## src/hdl/weighted_vector_gram_accumulator_core_macros.svh

```systemverilog
// Assertion macros for the weighted vector Gram accumulator.
// Included by the top level; depends on nothing else.
`ifndef WEIGHTED_VECTOR_GRAM_ACCUMULATOR_CORE_MACROS_SVH
`define WEIGHTED_VECTOR_GRAM_ACCUMULATOR_CORE_MACROS_SVH

// Same-cycle implication, disabled while reset is low
`define WVGA_ASSERT_SAME(label, clk, rstn, ante, cons, msg) \
    label: assert property (@(posedge clk) disable iff (!(rstn)) (ante) |-> (cons)) \
        else $error(msg);

// Next-cycle implication, disabled while reset is low
`define WVGA_ASSERT_NEXT(label, clk, rstn, ante, cons, msg) \
    label: assert property (@(posedge clk) disable iff (!(rstn)) (ante) |=> (cons)) \
        else $error(msg);

`endif

```

## src/hdl/wvga_pkg.sv

```systemverilog
// Shared types, widths and term tables for the weighted vector Gram accumulator.
// No dependencies; used by wvga_term_unit and the top level.
package wvga_pkg;

    localparam int COMP_W     = 24;
    localparam int VEC_W      = 3 * COMP_W;
    localparam int WT_W       = 24;
    localparam int IDX_W      = 6;
    localparam int OP_W       = 2;
    localparam int PC_W       = 7;
    localparam int OUT_W      = 40;
    localparam int TERM_W     = 32;
    localparam int PROD_W     = 2 * COMP_W;
    localparam int NUM_SUMS   = 6;
    localparam int N_TERMS    = 9;
    localparam int TIDX_W     = 4;
    localparam int IN_DATA_W  = 120;
    localparam int OUT_DATA_W = NUM_SUMS * OUT_W;

    localparam logic [PC_W-1:0] PC_RESET = 7'd64;

    localparam logic signed [OUT_W-1:0] SAT_HI = 40'sh7F_FFFF_FFFF;
    localparam logic signed [OUT_W-1:0] SAT_LO = 40'sh80_0000_0000;

    // Operation codes carried in tuser
    typedef enum logic [OP_W-1:0] {
        OP_WR_BASIS  = 2'd0,
        OP_WR_WEIGHT = 2'd1,
        OP_QUERY     = 2'd2
    } op_t;

    // Component select codes
    localparam logic [1:0] COMP_X = 2'd0;
    localparam logic [1:0] COMP_Y = 2'd1;
    localparam logic [1:0] COMP_Z = 2'd2;

    // Request to the shared term unit
    typedef struct packed {
        logic                     valid;
        logic signed [COMP_W-1:0] c;
        logic signed [COMP_W-1:0] d;
        logic [WT_W-1:0]          w;
    } term_req_t;

    // Status back from the term unit
    typedef struct packed {
        logic busy;
        logic done;
    } term_sts_t;

    // Component of vector i used by each term
    function automatic logic [1:0] term_src_i(input logic [TIDX_W-1:0] t);
        logic [1:0] r;
        unique case (t)
            4'd0, 4'd3, 4'd5: r = COMP_X;
            4'd1, 4'd4, 4'd7: r = COMP_Y;
            4'd2, 4'd6, 4'd8: r = COMP_Z;
            default:          r = COMP_X;
        endcase
        return r;
    endfunction

    // Component of vector j used by each term
    function automatic logic [1:0] term_src_j(input logic [TIDX_W-1:0] t);
        logic [1:0] r;
        unique case (t)
            4'd0, 4'd4, 4'd6: r = COMP_X;
            4'd1, 4'd3, 4'd8: r = COMP_Y;
            4'd2, 4'd5, 4'd7: r = COMP_Z;
            default:          r = COMP_X;
        endcase
        return r;
    endfunction

    // Sum that each term lands in: xx, yy, zz, xy, xz, yz
    function automatic logic [2:0] term_dst(input logic [TIDX_W-1:0] t);
        logic [2:0] r;
        unique case (t)
            4'd0:       r = 3'd0;
            4'd1:       r = 3'd1;
            4'd2:       r = 3'd2;
            4'd3, 4'd4: r = 3'd3;
            4'd5, 4'd6: r = 3'd4;
            4'd7, 4'd8: r = 3'd5;
            default:    r = 3'd0;
        endcase
        return r;
    endfunction

    // Magnitude of a two's complement component; the most negative value fits
    function automatic logic [COMP_W-1:0] comp_abs(input logic signed [COMP_W-1:0] v);
        logic [COMP_W-1:0] r;
        r = v[COMP_W-1] ? COMP_W'(-v) : COMP_W'(v);
        return r;
    endfunction

endpackage

```

## src/hdl/wvga_term_unit.sv

```systemverilog
// Shared weighted-product unit: one 24x24 multiplier used three times per term.
// Depends on wvga_pkg. Returns trunc(c * d * w / 2^40) toward zero.
module wvga_term_unit
    import wvga_pkg::*;
(
    input  logic                     aclk,
    input  logic                     aresetn,
    input  term_req_t                req,
    output term_sts_t                sts,
    output logic signed [TERM_W-1:0] term
);

    typedef enum logic [4:0] {
        TS_IDLE = 5'b00001,
        TS_PROD = 5'b00010,
        TS_LO   = 5'b00100,
        TS_HI   = 5'b01000,
        TS_FIN  = 5'b10000
    } tstate_t;

    tstate_t                   state_reg, state_next;
    logic                      done_reg, done_next;
    logic [COMP_W-1:0]         mag_c_reg, mag_c_next;
    logic [COMP_W-1:0]         mag_d_reg, mag_d_next;
    logic [WT_W-1:0]           w_reg, w_next;
    logic                      neg_reg, neg_next;
    logic [PROD_W-1:0]         prod_reg, prod_next;
    logic [COMP_W-1:0]         lo_reg, lo_next;
    logic signed [TERM_W-1:0]  term_reg, term_next;

    logic [COMP_W-1:0]         mul_a, mul_b;
    logic [PROD_W-1:0]         mul_p;
    logic [PROD_W-1:0]         fin_sum;
    logic [TERM_W-1:0]         fin_mag;

    // Shared multiplier operand select
    always_comb begin
        unique case (state_reg)
            TS_PROD: begin
                mul_a = mag_c_reg;
                mul_b = mag_d_reg;
            end
            TS_LO: begin
                mul_a = prod_reg[COMP_W-1:0];
                mul_b = w_reg;
            end
            TS_HI: begin
                mul_a = prod_reg[PROD_W-1:COMP_W];
                mul_b = w_reg;
            end
            default: begin
                mul_a = '0;
                mul_b = '0;
            end
        endcase
    end

    assign mul_p = PROD_W'(mul_a) * PROD_W'(mul_b);

    // High partial product plus carry-in from the low one, scaled by 2^-40
    assign fin_sum = prod_reg + PROD_W'(lo_reg);
    assign fin_mag = fin_sum[PROD_W-1:PROD_W-TERM_W];

    // Sequencer
    always_comb begin
        state_next = state_reg;
        done_next  = 1'b0;
        mag_c_next = mag_c_reg;
        mag_d_next = mag_d_reg;
        w_next     = w_reg;
        neg_next   = neg_reg;
        prod_next  = prod_reg;
        lo_next    = lo_reg;
        term_next  = term_reg;
        unique case (state_reg)
            TS_IDLE: begin
                if (req.valid) begin
                    mag_c_next = comp_abs(req.c);
                    mag_d_next = comp_abs(req.d);
                    neg_next   = req.c[COMP_W-1] ^ req.d[COMP_W-1];
                    w_next     = req.w;
                    state_next = TS_PROD;
                end
            end
            TS_PROD: begin
                prod_next  = mul_p;
                state_next = TS_LO;
            end
            TS_LO: begin
                lo_next    = mul_p[PROD_W-1:COMP_W];
                state_next = TS_HI;
            end
            TS_HI: begin
                prod_next  = mul_p;
                state_next = TS_FIN;
            end
            TS_FIN: begin
                term_next  = neg_reg ? -$signed(fin_mag) : $signed(fin_mag);
                done_next  = 1'b1;
                state_next = TS_IDLE;
            end
            default: begin
                state_next = TS_IDLE;
            end
        endcase
    end

    // Control registers
    always_ff @(posedge aclk) begin
        if (!aresetn) begin
            state_reg <= TS_IDLE;
            done_reg  <= 1'b0;
        end else begin
            state_reg <= state_next;
            done_reg  <= done_next;
        end
    end

    // Datapath registers
    always_ff @(posedge aclk) begin
        mag_c_reg <= mag_c_next;
        mag_d_reg <= mag_d_next;
        w_reg     <= w_next;
        neg_reg   <= neg_next;
        prod_reg  <= prod_next;
        lo_reg    <= lo_next;
        term_reg  <= term_next;
    end

    assign sts.busy = (state_reg != TS_IDLE);
    assign sts.done = done_reg;
    assign term     = term_reg;

endmodule

```

## config.mk

```make
export PLATFORM = sky130hd
export DESIGN_NAME = wvga_term_unit
export DESIGN_NICKNAME = d
export VERILOG_FILES = /design/src/hdl/weighted_vector_gram_accumulator_core_macros.svh /design/src/hdl/wvga_pkg.sv /design/src/hdl/wvga_term_unit.sv
export SDC_FILE = /design/constraint.sdc
export NUM_CORES = 2
export LEC_CHECK = 0
export ABC_AREA = 1
export BUFFER_PORTS_ARGS = -buffer_cell sky130_fd_sc_hd__buf_2
export CAP_MARGIN = 20
export CORE_MARGIN = 5
export CORE_UTILIZATION = 65
export CTS_BUF_LIST = sky130_fd_sc_hd__clkbuf_8 sky130_fd_sc_hd__clkbuf_16
export DETAILED_ROUTE_END_ITERATION = 10
export PLACE_DENSITY = 0.84
export SLEW_MARGIN = 15
export SYNTH_ARGS = -nofsm -noshare
export SYNTH_HDL_FRONTEND = slang
export SYNTH_SLANG_ARGS = --single-unit
```

## constraint.sdc

```tcl
create_clock -name aclk -period 23.6 [get_ports aclk]
set_clock_uncertainty 0.15 [all_clocks]
set_input_delay 2.36 -clock aclk [delete_from_list [all_inputs] [get_ports aclk]]
set_output_delay 2.36 -clock aclk [all_outputs]
set_load 0.02 [all_outputs]
```

# [Word-level counts from Yosys, hierarchy flattened]
# Index checks and enable logic that the tools add are counted.
[totals] output_inout_bits=34 wordCells=35 inputBits=75 regBits=183
[classes] n_eq_ne=7 n_mul=1 n_mux=8 bitwise_logic=1 n_addsub=4 n_reduce_logical=3
[op_table] cell="case mux 24 bit (3 select lines)" count=1
[op_table] cell="adder 48 x 24 -> 48 bit" count=1
[op_table] cell="multiplier 24 x 24 -> 48 bit" count=1
[op_table] cell="negator 24 bit" count=2
[op_table] cell="case mux 24 bit (2 select lines)" count=1
[op_table] cell="two-way mux 23 bit" count=2
[op_table] cell="two-way mux 32 bit" count=1
[op_table] cell="negator 32 bit" count=1
[op_table] cell="case mux 5 bit (4 select lines)" count=1
[op_table] cell="equality test 5 x 1 -> 1 bit (second input constant)" count=1
[op_table] cell="equality test 5 x 2 -> 1 bit (second input constant)" count=1
[op_table] cell="equality test 5 x 3 -> 1 bit (second input constant)" count=1
[op_table] cell="equality test 5 x 4 -> 1 bit (second input constant)" count=1
[op_table] cell="equality test 5 bit (second input constant)" count=1
[op_table] cell="two-way mux 5 bit" count=1
[op_table] cell="inequality test 5 x 1 -> 1 bit (second input constant)" count=1
[op_table] cell="OR reduction 2 bit" count=2
[op_table] cell="inequality test 2 bit (second input constant)" count=1
[op_table] cell="AND reduction 2 bit" count=1
[op_table] cell="two-way mux 1 bit" count=1
[op_table] cell="bitwise XOR 1 bit" count=1

# [Depth between registers and ports, before layout]
[logic_depth] ltp_word=4 depth_mapped=35 depth_no_buf=32

# [Least setup slack after synthesis]
# OpenSTA, ideal clock, no wires.
[synth_timing] path_type="flip-flop to flip-flop" startpoint="register state_reg[0]" endpoint="register lo_reg[12] (data pin)" t_arrival_ps=7697 n_path_buf=2 period_less_slack_ps=8111 slack_ps=15489 path_stages_with_launch=31 t_required_ps=23186 setup_ps=264 path_cell_list="dfxtp_1 -> nor2_1 -> nand2_1 -> nor3_1 -> clkbuf_1 -> o21ai_0 -> nand2_1 -> buf_2 -> nand2_1 -> fa_1 -> inv_1 -> fa_1 -> inv_1 -> fa_1 -> fa_1 -> inv_1 -> fa_1 -> fa_1 -> inv_1 -> fa_1 -> inv_1 -> ha_1 -> a21oi_1 -> inv_1 -> a31oi_1 -> o21ai_0 -> or2_2 -> a21oi_1 -> o21ai_0 -> a21oi_1 -> xnor2_1"
[synth_via] elab_chain_cells=4 elab_cells_between_ends=7 cone_classes="mul (1); eq/ne (3); mux (2); reduce/logical (1)"
[synth_lines] element="start, declared" line_no="wvga_term_unit.sv:21" text="tstate_t state_reg, state_next;"
[synth_lines] element="start signal, assigned" line_no="wvga_term_unit.sv:114" text="state_reg <= state_next;"
[synth_lines] element="equality test 5 x 4 -> 1 bit / equality test 5 x 3 -> 1 bit (equally long branches)" line_no="wvga_term_unit.sv:38" text="unique case (state_reg)"
[synth_lines] element="OR reduction 2 bit (no source line)"
[synth_lines] element="case mux 24 bit (2 select lines)" line_no="wvga_term_unit.sv:38"
[synth_lines] element="multiplier 24 x 24 -> 48 bit *" line_no="wvga_term_unit.sv:58" text="assign mul_p = PROD_W'(mul_a) * PROD_W'(mul_b);"
[synth_lines] element="via mul_p[36]" line_no="wvga_term_unit.sv:32" text="logic [PROD_W-1:0] mul_p;"
[synth_lines] element="end signal, assigned" line_no="wvga_term_unit.sv:126" text="lo_reg <= lo_next;"
[synth_lines] element="end, declared" line_no="wvga_term_unit.sv:28" text="logic [COMP_W-1:0] lo_reg, lo_next;"
# The timed path passes the listed nets; every way through them passes the cells marked *.
# A chain may end at the register's enable or synchronous reset.

# [Worst setup path in the final report]
[layout_timing] startpoint="register state_reg[0]" endpoint="register prod_reg[36] (data pin)"
[layout_via] elab_chain_cells=4 elab_cells_between_ends=7 cone_classes="mul (1); eq/ne (3); mux (2); reduce/logical (1)"
[layout_lines] element="equality test 5 x 4 -> 1 bit / equality test 5 x 3 -> 1 bit (equally long branches)" line_no="wvga_term_unit.sv:38"
[layout_lines] element="OR reduction 2 bit (no source line)"
[layout_lines] element="case mux 24 bit (2 select lines)" line_no="wvga_term_unit.sv:38"
[layout_lines] element="multiplier 24 x 24 -> 48 bit *" line_no="wvga_term_unit.sv:58"
[layout_lines] element="via mul_p[36]" line_no="wvga_term_unit.sv:32"
[layout_lines] element="end signal, assigned" line_no="wvga_term_unit.sv:125" text="prod_reg <= prod_next;"
[layout_lines] element="end, declared" line_no="wvga_term_unit.sv:27" text="logic [PROD_W-1:0] prod_reg, prod_next;"
# Marks and branches as above.

==> flow_summary.ini <==
[cells_and_area]
drive_gt1_frac = 0.0644
post-route-util = 0.697
diodes = 0
syn2layout_area_growth_pct = 6.09
final_common_cell = nand2_1
largest_reg_flops = 48
layout_common_cells = nand2_1 (1136), inv_1 (1082), fa_1 (482), ha_1 (200), edfxtp_1 (177)
fin_nets = 4752

[placed_design]
portBuffers = 108
place_ws_ns = 14.82
dp_hpwl_um = 70500
routabilityCongestion = 1.02

[power_and_ir_drop]
power_density_nw_per_um2 = 25.3
intPower_w = 0.000597
clock_power_share = 0.402
pwr-share-comb = 0.134
pwr-share-seq = 0.464
p_sw_frac = 0.275
power.switching_w = 0.000226
peakVddDrop_v = 0.0000454
p_leak_nw = 18.3

[global_routing]
grt_pass1_wl_um = 139000
grt_max_degree = 74
antenna_found_initial = 0
grt_usage = 0.347
grt_overflow_total = 0
grt_pass1_vias = 26300

[synthesis]
ys.flop_type = edfxtp_1
async_reset_ff_frac = 0
synth_top_cell_by_area = fa_1
ys_types = 50
synth_seq_cells = 183
synth_area_leaders = fa_1 (31%), edfxtp_1 (17%), nand2_1 (14%), inv_1 (13%), ha_1 (8.2%)
syn_area_um2 = 30700
yosysSeqAreaShare = 0.177
synth_top_area_share = 0.315
synth_edf_count = 177
syn_inst = 3938
ys_warn_count = 0
mappedNetlistNets = 4695
avgSynthCellArea_um2 = 7.79

[routing]
ant_nets = 0
viasPerCell = 5.55
drc = 0
wl_per_cell_um = 19.0
firstDrtPassIters = 7
postRouteWirelength_um = 87600
num_vias = 25600
drtIter0Drc = 2559

[worst_setup_path]
critPathMaxStageDelay_ns = 0.89
r2r-start = state_reg[0]
critPathLaunchType = flip-flop
end_kind = flip-flop
path_common_cell = fa_1
cp-endpoint = prod_reg[36]
ff2ff_path_depth = 29
crit_type = reg2reg
arrival_ns = 8.90
reg2reg_to = prod_reg[36]
critPathMaxFanout = 73
crit_start = state_reg[0]
reg2reg_slack_ns = 14.75
slowest_stage = nand2_1
required_ns = 23.65

[timing]
finalHoldViolCount = 0
slew_violations = 0
max_freq_mhz = 113
fin_crit_sh = 0.375
layout_setup_ws_ns = 14.75
setup_viol = 0
finalSetupTns_ns = 0
slew_headroom = 0.208
grt_setup_unrepaired = false
tightestPinTransition_ns = 1.18
finalCriticalPeriod_ns = 8.85

[floorplanning]
rows = 79
initial_core_util = 0.657
core-area_um2 = 46700
die_w_um = 227
io_pins = 109
die_h_um = 227
die_area_um2 = 51600

[run_status]
status = finished, final reports clean

[clock_network]
cts.sinks = 183
cts_hold_buf = 0
ctsHtreeMaxLevel = 4
insertion_delay_ns = 0.46
cts_setup_buffers = 0
cts_tree = built
path_clk_slew_ns = 0.07
cts-buffers-inserted = 17
clk_path_buf_depth = 2
cts_root_buf = clkbuf_16
cts_resized = 0

[job]
cap_violations = 0

[hold_path]
min_path_type = reg2reg
metal layers:
| metal | up-vias | track usage | wire length [um] |
|---|---|---|---|
| met5 | - | 0 | 0 |
| met1 | 12200 | 0.456 | 33000 |
| met3 | 287 | 0.0763 | 9510 |
| met2 | 1462 | 0.557 | 40000 |
| met4 | 0 | 0.160 | 5060 |
| li1 | 11700 | - | - |
cell usage after synthesis (4+ instances only):
| cell type | n |
|---|---|
| xnor2_1 | 40 |
| or2_2 | 4 |
| inv_2 | 12 |
| nand3_1 | 86 |
| nand2_1 | 1137 |
| fa_1 | 482 |
| o211ai_1 | 27 |
| clkbuf_1 | 69 |
| nor4_1 | 12 |
| nor2_2 | 15 |
| o21ai_0 | 75 |
| xor2_1 | 73 |
| nand2_2 | 21 |
| nor3_1 | 42 |
| edfxtp_1 | 177 |
| nand3b_1 | 5 |
| inv_1 | 1081 |
| nor2_1 | 158 |
| buf_2 | 45 |
| nand4_1 | 19 |
| o31ai_1 | 5 |
| a31oi_1 | 21 |
| o21bai_1 | 5 |
| dfxtp_1 | 6 |
| a21oi_1 | 81 |
| ha_1 | 200 |
| nor3_2 | 4 |
power groups by stage:
stage,Clock (W),Sequential (W),Combinational (W)
after floorplan,0,0.000386,0.0000665
after global placement,0,0.000389,0.000104
after detailed placement,0,0.000389,0.000107
after CTS,0.000331,0.000382,0.000107
after global routing,0.000346,0.000383,0.000119
final,0.000331,0.000382,0.000110
worst max-delay path: cells and delay by family (launching register included):
family	cells	cell delay [ns]
buffers and inverters	7	1.02
DFF	1	0.33
and+or+nand+nor	6	1.81
adders and majority gates	8	3.82
xor gates and xnor gates	1	0.10
AOI/OAI and AO/OA	7	1.33
through the flow:
stage / total power (W) / cell area (um^2) / hold WS, ns / cells
after floorplan: 0.000453 / 30700 / 0.328 / 3938
after global placement: 0.000493 / 31800 / 0.381 / 4580
after detailed placement: 0.000496 / 31900 / 0.402 / 4582
after CTS: 0.000821 / 32500 / 0.412 / 4614
after global routing: 0.000848 / 32500 / 0.462 / 4615
final: 0.000823 / 32500 / 0.411 / 4615
worst min path at each step:
| stage | cells after the start | endpoint | slack, ns | startpoint |
|---|---|---|---|---|
| 5_1_grt | 2 | done_reg | 0.46 | state_reg[4] |
| 3_5_place_dp | 2 | done_reg | 0.40 | state_reg[4] |
| 3_3_place_gp | 2 | done_reg | 0.38 | state_reg[4] |
| 4_1_cts | 2 | done_reg | 0.41 | state_reg[4] |
| 2_1_floorplan | 2 | done_reg | 0.33 | state_reg[4] |
| 6_report | 2 | done_reg | 0.41 | state_reg[4] |
kinds of logic after synthesis:
| group | Yosys count | share of synthesized area |
|---|---|---|
| compound gates | 233 | 0.0440 |
| simple gates | 1515 | 0.200 |
| buf+inv | 1212 | 0.150 |
| xor+xnor | 113 | 0.0323 |
| fa+ha+maj | 682 | 0.396 |
| flops | 183 | 0.177 |
area by class of cell:
| type | count | area, um^2 |
|---|---|---|
| multi-input combinational | 2543 | 20700 |
| fill | 3711 | 14100 |
| sequential | 183 | 5440 |
| inverter | 1095 | 4110 |
| timing repair buffer | 155 | 916 |
| tap | 607 | 759 |
| clock buffer | 17 | 425 |
| clock inverter | 15 | 240 |
(Power assumes the default switching activity.)
